`config.mk`:
```
export PLATFORM = sky130hd
export DESIGN_NAME = marker_frame_receiver_crc16_check
export DESIGN_NICKNAME = d
export VERILOG_FILES = /design/src/rtl/mfrc_pkg.sv /design/src/rtl/mfrc_front.sv /design/src/rtl/mfrc_queue.sv /design/src/rtl/mfrc_back.sv /design/src/rtl/marker_frame_receiver_crc16_check.sv
export SDC_FILE = /design/constraint.sdc
export NUM_CORES = 1
export LEC_CHECK = 0
export ABC_CLOCK_PERIOD_IN_PS = 3500
export BUFFER_PORTS_ARGS = -buffer_cell sky130_fd_sc_hd__buf_2
export CORE_MARGIN = 2
export CORE_UTILIZATION = 50
export DETAILED_ROUTE_END_ITERATION = 8
export PLACE_DENSITY = 0.76
export SLEW_MARGIN = 10
export SYNTH_ARGS = -nofsm -noshare
export SYNTH_HDL_FRONTEND = slang
export SYNTH_SLANG_ARGS = --single-unit
export TNS_END_PERCENT = 5
```
`constraint.sdc`:
```
create_clock -name clk -period 3.5 [get_ports clk]
set_input_delay 0.175 -clock clk [delete_from_list [all_inputs] [get_ports clk]]
set_output_delay 0.175 -clock clk [all_outputs]
set_load 0.05 [all_outputs]
```
`src/rtl/mfrc_pkg.sv`:
```
// shared types, constants and crc function for the marker frame receiver
package mfrc_pkg;

	localparam int unsigned MAX_FRAME = 256;
	localparam logic [7:0] OVF_POS = 8'(MAX_FRAME - 3);

	localparam logic [15:0] CRC_INIT = 16'hFFFF;
	localparam logic [15:0] CRC_POLY = 16'hA001;

	localparam logic [7:0] MARK0 = 8'h3E;
	localparam logic [7:0] MARK1 = 8'h45;
	localparam logic [7:0] MARK2 = 8'h54;

	localparam int unsigned QUEUE_DEPTH = 4;
	localparam int unsigned QPTR_W = $clog2(QUEUE_DEPTH);

	// front-end frame phase
	typedef enum logic [1:0] {
		PH_COLLECT = 2'd0,
		PH_CRC_HI  = 2'd1,
		PH_CRC_LO  = 2'd2
	} phase_t;

	// what the back end does with a byte
	typedef enum logic [1:0] {
		OP_DATA     = 2'd0,
		OP_CRC_HI   = 2'd1,
		OP_CRC_LO   = 2'd2,
		OP_OVERFLOW = 2'd3
	} op_t;

	typedef struct packed {
		op_t        op;
		logic [7:0] data;
		logic [7:0] pos;
	} entry_t;

	// crc-16/modbus, one byte, reflected
	function automatic logic [15:0] crc_update(input logic [15:0] crc, input logic [7:0] b);
		logic [15:0] c;
		c = crc ^ {8'h00, b};
		for (int k = 0; k < 8; k++) begin
			if (c[0]) begin
				c = (c >> 1) ^ CRC_POLY;
			end else begin
				c = c >> 1;
			end
		end
		return c;
	endfunction

endpackage

```
`src/rtl/mfrc_front.sv`:
```
// front end: marker matcher, frame position and phase, byte classification
module mfrc_front (
	input  logic            clk,
	input  logic            arst_n,
	input  logic            push,
	output logic            full,
	input  logic [7:0]      in_byte,
	output logic            q_push,
	output mfrc_pkg::entry_t q_entry,
	input  logic            q_full
);
	import mfrc_pkg::*;

	phase_t      phase_q, phase_d;
	logic [1:0]  mark_q, mark_d;
	logic [7:0]  cnt_q, cnt_d;
	logic        accept;

	assign full   = q_full;
	assign accept = push && !q_full;
	assign q_push = accept;

	always_ff @(posedge clk or negedge arst_n) begin
		if (!arst_n) begin
			phase_q <= PH_COLLECT;
			mark_q  <= 2'd0;
			cnt_q   <= 8'd0;
		end else if (accept) begin
			phase_q <= phase_d;
			mark_q  <= mark_d;
			cnt_q   <= cnt_d;
		end
	end

	always_comb begin
		logic [1:0] mark_nx;
		logic       done;
		q_entry.data = in_byte;
		q_entry.pos  = cnt_q;
		q_entry.op   = OP_DATA;
		phase_d      = phase_q;
		mark_d       = mark_q;
		cnt_d        = cnt_q + 8'd1;
		mark_nx      = 2'd0;
		done         = 1'b0;
		unique case (phase_q)
			PH_CRC_HI: begin
				q_entry.op = OP_CRC_HI;
				phase_d    = PH_CRC_LO;
			end
			PH_CRC_LO: begin
				q_entry.op = OP_CRC_LO;
				phase_d    = PH_COLLECT;
				mark_d     = 2'd0;
				cnt_d      = 8'd0;
			end
			default: begin
				// streaming match of the end marker
				unique case (mark_q)
					2'd0: mark_nx = (in_byte == MARK0) ? 2'd1 : 2'd0;
					2'd1: mark_nx = (in_byte == MARK1) ? 2'd2 :
						((in_byte == MARK0) ? 2'd1 : 2'd0);
					default: begin
						done    = (in_byte == MARK2);
						mark_nx = (in_byte == MARK0) ? 2'd1 : 2'd0;
					end
				endcase
				if (done) begin
					phase_d = PH_CRC_HI;
					mark_d  = 2'd0;
				end else if (cnt_q >= OVF_POS) begin
					q_entry.op = OP_OVERFLOW;
					phase_d    = PH_COLLECT;
					mark_d     = 2'd0;
					cnt_d      = 8'd0;
				end else begin
					phase_d = PH_COLLECT;
					mark_d  = mark_nx;
				end
			end
		endcase
	end

endmodule

```
`src/rtl/mfrc_queue.sv`:
```
// short register queue between front and back end
module mfrc_queue (
	input  logic             clk,
	input  logic             arst_n,
	input  logic             wr,
	input  mfrc_pkg::entry_t wr_entry,
	output logic             q_full,
	input  logic             rd,
	output mfrc_pkg::entry_t rd_entry,
	output logic             q_empty
);
	import mfrc_pkg::*;

	entry_t              mem_q [QUEUE_DEPTH];
	logic [QPTR_W-1:0]   wp_q, rp_q;
	logic [QPTR_W:0]     cnt_q;
	logic                do_wr, do_rd;

	assign q_full   = (cnt_q == (QPTR_W+1)'(QUEUE_DEPTH));
	assign q_empty  = (cnt_q == '0);
	assign do_wr    = wr && !q_full;
	assign do_rd    = rd && !q_empty;
	assign rd_entry = mem_q[rp_q];

	always_ff @(posedge clk) begin
		if (do_wr) begin
			mem_q[wp_q] <= wr_entry;
		end
	end

	always_ff @(posedge clk or negedge arst_n) begin
		if (!arst_n) begin
			wp_q  <= '0;
			rp_q  <= '0;
			cnt_q <= '0;
		end else begin
			if (do_wr) begin
				wp_q <= wp_q + 1'b1;
			end
			if (do_rd) begin
				rp_q <= rp_q + 1'b1;
			end
			if (do_wr && !do_rd) begin
				cnt_q <= cnt_q + 1'b1;
			end else if (do_rd && !do_wr) begin
				cnt_q <= cnt_q - 1'b1;
			end
		end
	end

endmodule

```
`src/rtl/mfrc_back.sv`:
```
// back end: running crc, crc compare and result register
module mfrc_back (
	input  logic             clk,
	input  logic             arst_n,
	input  logic             q_empty,
	input  mfrc_pkg::entry_t q_head,
	output logic             q_pop,
	output logic             empty,
	input  logic             pop,
	output logic [7:0]       out_byte,
	output logic [7:0]       position,
	output logic             frame_last,
	output logic             crc_ok,
	output logic             overflow
);
	import mfrc_pkg::*;

	logic [15:0] crc_q;
	logic        hbm_q;
	logic        valid_q;
	logic        take;

	assign take  = !q_empty && (!valid_q || pop);
	assign q_pop = take;
	assign empty = !valid_q;

	always_ff @(posedge clk or negedge arst_n) begin
		if (!arst_n) begin
			crc_q   <= CRC_INIT;
			hbm_q   <= 1'b0;
			valid_q <= 1'b0;
		end else begin
			if (take) begin
				valid_q <= 1'b1;
			end else if (pop) begin
				valid_q <= 1'b0;
			end
			if (take) begin
				unique case (q_head.op)
					OP_DATA:     crc_q <= crc_update(crc_q, q_head.data);
					OP_CRC_HI:   hbm_q <= (q_head.data == crc_q[15:8]);
					OP_CRC_LO: begin
						crc_q <= CRC_INIT;
						hbm_q <= 1'b0;
					end
					OP_OVERFLOW: begin
						crc_q <= CRC_INIT;
						hbm_q <= 1'b0;
					end
					default: crc_q <= crc_q;
				endcase
			end
		end
	end

	always_ff @(posedge clk) begin
		if (take) begin
			out_byte   <= q_head.data;
			position   <= q_head.pos;
			frame_last <= (q_head.op == OP_CRC_LO);
			crc_ok     <= (q_head.op == OP_CRC_LO) && hbm_q
				&& (q_head.data == crc_q[7:0]);
			overflow   <= (q_head.op == OP_OVERFLOW);
		end
	end

endmodule

```
`src/rtl/marker_frame_receiver_crc16_check.sv`:
```
// top level of the marker-terminated frame receiver with crc-16/modbus check
// one byte is taken per push transaction and one result comes back per byte, in order:
// the byte itself, its position in the frame, and the flags frame_last, crc_ok and
// overflow. a frame is any run of bytes closed by the end marker ">ET" (3e 45 54)
// followed by two crc bytes, high byte first; the crc-16/modbus (init ffff, reflected
// poly a001) covers every byte up to and including the marker. the second crc byte
// carries frame_last, with crc_ok high when both crc bytes match. a frame that reaches
// position 253 without finishing its marker is dropped: that byte carries overflow and
// the next byte starts a new frame at position 0. rate is one byte per clock, both
// sides may stall on their own; a result passes through the queue and then the result
// register before it shows up on the result ports. a four-entry queue sits between the
// front end (marker matcher and frame position) and the back end (crc and compare);
// full rises once the queue and the result register are all occupied
module marker_frame_receiver_crc16_check (
	input  logic       clk,
	input  logic       arst_n,
	input  logic       push,
	output logic       full,
	input  logic [7:0] in_byte,
	output logic       empty,
	input  logic       pop,
	output logic [7:0] out_byte,
	output logic [7:0] position,
	output logic       frame_last,
	output logic       crc_ok,
	output logic       overflow
);
	import mfrc_pkg::*;

	// front to queue
	logic   f_push;
	entry_t f_entry;
	logic   q_full;

	// queue to back
	logic   q_empty;
	logic   q_pop;
	entry_t q_head;

	// classifies each byte and tracks the frame position
	mfrc_front u_front (
		.clk     (clk),
		.arst_n  (arst_n),
		.push    (push),
		.full    (full),
		.in_byte (in_byte),
		.q_push  (f_push),
		.q_entry (f_entry),
		.q_full  (q_full)
	);

	// decouples the two halves so each can stall independently
	mfrc_queue u_queue (
		.clk      (clk),
		.arst_n   (arst_n),
		.wr       (f_push),
		.wr_entry (f_entry),
		.q_full   (q_full),
		.rd       (q_pop),
		.rd_entry (q_head),
		.q_empty  (q_empty)
	);

	// running crc, compare and the result register
	mfrc_back u_back (
		.clk        (clk),
		.arst_n     (arst_n),
		.q_empty    (q_empty),
		.q_head     (q_head),
		.q_pop      (q_pop),
		.empty      (empty),
		.pop        (pop),
		.out_byte   (out_byte),
		.position   (position),
		.frame_last (frame_last),
		.crc_ok     (crc_ok),
		.overflow   (overflow)
	);

endmodule

```
-- After elaboration in Yosys (flattened, before gate mapping)
Memories as Yosys holds them, arrays and structs flattened.
Index checks and enable logic that the tools add are counted.
- bitwise operators: 10
- reduce and logical (&&, ||, !) cells: 27
- add/sub/neg operators: 5
- muxes and demuxes: 46
- order comparisons: 1
- equality and inequality tests: 12
- operator list (cell ; count):
    $mux W16 ; 22
    $pmux W16 S2 ; 1
    $not A2 Y3 ; 8
    $eq A8 B7 Y1 const B ; 2
    $eq A8 B8 Y1 ; 2
    $mux W8 ; 2
    $pmux W8 S2 ; 1
    $xor A16 B8 Y16 ; 1
    $mux W2 ; 6
    $pmux W2 S2 ; 3
    $add A8 B1 Y8 const B ; 1
    $eq A8 B6 Y1 const B ; 1
    $ge A8 B8 Y1 const B ; 1
    $logic_and A1 B1 Y1 ; 8
    $mux W1 ; 8
    $reduce_bool A2 Y1 ; 4
    $eq A2 B1 Y1 const B ; 3
    $eq A2 B2 Y1 const B ; 3
    $mux W3 ; 2
    $reduce_and A2 Y1 ; 3
    $reduce_or A2 Y1 ; 3
    $logic_not A1 Y1 ; 5
    $add A2 B1 Y2 const B ; 2
    $logic_not A2 Y1 ; 2
    other kinds (7) ; 7
- logic and storage cells: 116
- output and inout port bits: 21
- register bits after elaboration: 56
- bits in writable memories: 72
- input port bits: 12
- memories kept: 1
- memory list (name ; words ; bits a word ; rd ports ; clocked after memory_dff ; write ports ; RTL line ; text):
    u_queue.mem_q ; 4 ; 18 ; 1 ; 0 ; 1 ; mfrc_queue.sv:14 ; entry_t mem_q [QUEUE_DEPTH];

-- Logic depth before layout (Yosys ltp)
An unclocked memory read counts as a cell.
- depth in word-level cells: 33
- mapped depth: 10
- depth with buffers taken out: 9

-- Modules after synthesis
Synthesis repeated with hierarchy kept, for this count alone.
- cell total of the unflattened synthesis: 334
- area total of the unflattened synthesis: 5590.4 um^2
- by module, submodules not included (module ; seq. area each (um^2) ; cells each ; area each (um^2) ; times used):
    mfrc_queue ; 2337.2 ; 130 ; 3015.4 ; 1
    mfrc_back ; 1041.0 ; 113 ; 1731.7 ; 1
    mfrc_front ; 300.3 ; 91 ; 843.3 ; 1

-- Worst setup path after synthesis
No wires, ideal clock.
- kind: register -> register
- start: register u_queue.cnt_q[0]
- end: register u_queue.cnt_q[1]
- stages on the path, launching flop included: 9
- path buffers: 1
- arrival: 3.118 ns
- data required time: 3.375 ns
- setup slack: 0.257 ns
- path through: dfrtp_1 -> nor3b_1 -> nand2b_1 -> inv_1 -> clkbuf_1 -> ha_1 -> inv_1 -> fa_1 -> mux2_2
- word-level cells in the longest chain between the ends: 7
- elaborated cells on any way between the ends: 17
- RTL lines (element ; RTL line ; text):
    from (decl) ; mfrc_queue.sv:16 ; logic [QPTR_W:0] cnt_q;
    from (signal assigned) ; mfrc_queue.sv:44 ; cnt_q <= cnt_q + 1'b1;
    from (signal assigned) ; mfrc_queue.sv:46 ; cnt_q <= cnt_q - 1'b1;
    $eq A3 B3 Y1 * ; mfrc_queue.sv:19 ; assign q_full = (cnt_q == (QPTR_W+1)'(QUEUE_DEPTH));
    net full ; marker_frame_receiver_crc16_check.sv:18 ; output logic full,
    $logic_not A1 Y1 * ; mfrc_front.sv:20 ; assign accept = push && !q_full;
    $logic_and A1 B1 Y1 * ; mfrc_front.sv:20 ;
    net f_push ; marker_frame_receiver_crc16_check.sv:31 ; logic f_push;
    $logic_and A1 B1 Y1 * ; mfrc_queue.sv:21 ; assign do_wr = wr && !q_full;
    $logic_not A1 Y1 ; mfrc_queue.sv:45 ; end else if (do_rd && !do_wr) begin
    $logic_and A1 B1 Y1 ; mfrc_queue.sv:45 ;
    $reduce_bool A2 Y1 (no source line) ; - ;
The timed path passes the listed nets; every way through them passes the cells marked *. The select of a mux whose other input is x is not followed.
A chain may end at the register's enable or synchronous reset.

==> results.yml <==
cts:
  ctsHtreeMaxLevel: 4
  post_cts_buffers: 0
  clk_pin_slew_worst_paths_ns: 0.06
  cts_tree: "done"
  cts.root.buffer_cell: "clkbuf_8"
  cts_buffers: 17
  clock_path_buffers: 2
  post_cts_resized: 0
  hold_buffers: 10
  clk_latency_ns: 0.52
  clock_sinks: 128
place:
  placed_cells: 488
  placed_area_um2: 5750
  port_buffers: 32
  dpl.hpwl_um: 6240
  gp_congestion: 0.887
  pre_cts_ws_ns: 0.736
grt:
  grt_pass1_wl_um: 16000
  grt_max_degree: 38
  track_usage_pct: 19.0
  antenna_found_initial: 0
  grt_pass1_vias: 3078
  overflow: 0
synthesis:
  synth_edf_count: 91
  yosysWarnings: 0
  yosysTopAreaCell: "edfxtp_1"
  syn_area_per_cell_um2: 16.8
  synth_fp_nets: 348
  yosysMostFrequentCell: "edfxtp_1"
  ys_ff_latch: 128
  synth.top_cell.area_share_pct: 50.6
  synthCells: 321
  syn-cell-area_um2: 5400
  synth_area_leaders: "edfxtp_1 (51%), dfrtp_1 (9.7%), dfstp_2 (7.8%)"
  ys_seq_area_share_pct: 68.1
  synthTopCellsByCount: "edfxtp_1 (91), dfrtp_1 (21), dfstp_2 (16), inv_1 (16), o21ai_0 (15)"
  synth_async_sr_flop_share_pct: 28.9
  synth.distinct_cells: 43
  synthFlopType: "edfxtp_1"
timing:
  timing.fmax_ghz: 0.361
  layout_setup_ws_ns: 0.732
  rsz0062_at_grt: "false"
  final_max_slew_viol_count: 0
  worstMarginPinSlew_ns: 0.896
  final-hold-violation-count: 0
  layout_min_cycle_time_ns: 2.77
  period_share_pct: 79.1
  finalClockSkew_ns: 0.00475
  tns_ns: 0
  report.final.setup_viol: 0
  slew_headroom_pct: 40.2
die:
  io_pins: 33
  initial_core_util_pct: 51.9
  die_x_um: 108
  rows: 37
  fp.coreArea_um2: 10400
  die_h_um: 108
  die-area_um2: 11700
finish:
  drive_gt1_share_pct: 27.2
  nets: 408
  synthToLayoutAreaGrowth_pct: 18.5
  n_antenna_cell: 0
  postLayoutCellArea_um2: 6400
  final_util_pct: 61.5
  layoutNonFillerInstCount: 530
detailed_routing:
  wl_per_cell_um: 18.4
  drt_first_pass_iters: 4
  drt-total-wl_um: 9770
  drc: 0
  drtIter0Drc: 139
  final_antenna_net_count: 0
  viasPerCell: 5.47
  dr_total_vias: 2899
power:
  p_per_area_nw_per_um2: 1080
  p_leak_nw: 2.44
  ir_drop_v: 0.000885
status:
  status: "complete, no violations"
worst_setup_path:
  cp.arrival_ns: 3.22
  crit_path_max_fanout: 8
  rr_startpoint: "u_queue.rp_q[0]"
  start_kind: "flip-flop"
  path_class: "flip-flop to flip-flop"
  end_kind: "flip-flop"
  cp.required_ns: 3.95
  crit_start: "u_queue.rp_q[0]"
job:
  cap_violations: 0
worst_hold_path:
  worstHoldStart: "push"
  hold_path.class: "input port to flip-flop"
-- cell usage in the layout (no fill, tap or decap), types with 13 or more instances in the layout --
master / count
dfstp_2: 16
clkbuf_16: 16
o21ai_0: 15
nor2_1: 13
mux4_2: 13
buf_2: 32
edfxtp_1: 91
ha_1: 14
inv_1: 16
dfrtp_1: 21
-- where the power goes --
part	internal [mW]	switching [mW]	leakage (nW)
Sequential	2.22	0.281	1.29
Clock	1.02	0.613	0.269
Combinational	1.24	1.54	0.880
-- flip-flops by register name, indices dropped and copies added (netlist names), 2 cells and up --
register and count:
u_back.crc_q 16, u_back.out_byte 8, u_back.position 8, u_front.cnt_q 8
u_front.mark_q 2, u_front.phase_q 2, u_queue.cnt_q 3, u_queue.mem_q 72
u_queue.rp_q 2, u_queue.wp_q 2
-- critical path, cell delays in order, from the launching register on --
cell	delay [ns]
dfrtp_1	0.61
mux4_1	0.70
xnor2_1	0.28
ha_1	0.33
xor2_2	0.26
xnor3_1	0.35
o22a_1	0.17
-- cells by family after synthesis --
group           share of synthesized area (%)
mux                                      8.27
flops                                    68.1
simple gates                             5.37
compound gates                           5.70
fa+ha+maj                                3.61
xor+xnor                                 7.11
buf+inv                                  1.83
-- final timing paths --
check                                          to  slack, ns  depth (start not counted)
worst min register to register  u_front.mark_q[1]       0.47                          1
worst min-delay path            u_front.mark_q[1]       0.16                          4
max in group asynchronous        u_front.cnt_q[3]       2.64                          2
min in group asynchronous            u_back.hbm_q       0.32                          2
worst max register to register    u_back.crc_q[0]       0.73                          6
worst max-delay path              u_back.crc_q[0]       0.73                          6
-- routing by layer --
layer | routed length (um) | up-vias | GRT usage (%)
met5 | 0 | - | 0
met4 | 225 | 0 | 8.88
met3 | 426 | 23 | 5.97
met2 | 4920 | 66 | 30.7
met1 | 4200 | 1469 | 23.6
li1 | - | 1341 | -
-- final cells by class --
class / count / area [um^2]
fill: 762 / 4020
tap: 136 / 170
timing repair buffer: 49 / 313
clock inverter: 11 / 116
sequential: 128 / 3680
clock buffer: 21 / 439
multi-input combinational: 169 / 1620
inverter: 16 / 60.1
-- metrics by stage --
stage / power [mW] / hold slack (ns)
after global routing: 7.31 / 0.190
after global placement: 5.24 / 0.326
after CTS: 6.98 / 0.131
final: 6.93 / 0.158
after detailed placement: 5.32 / 0.341
after floorplan: 4.73 / -0.121
(Power assumes the default switching activity.)
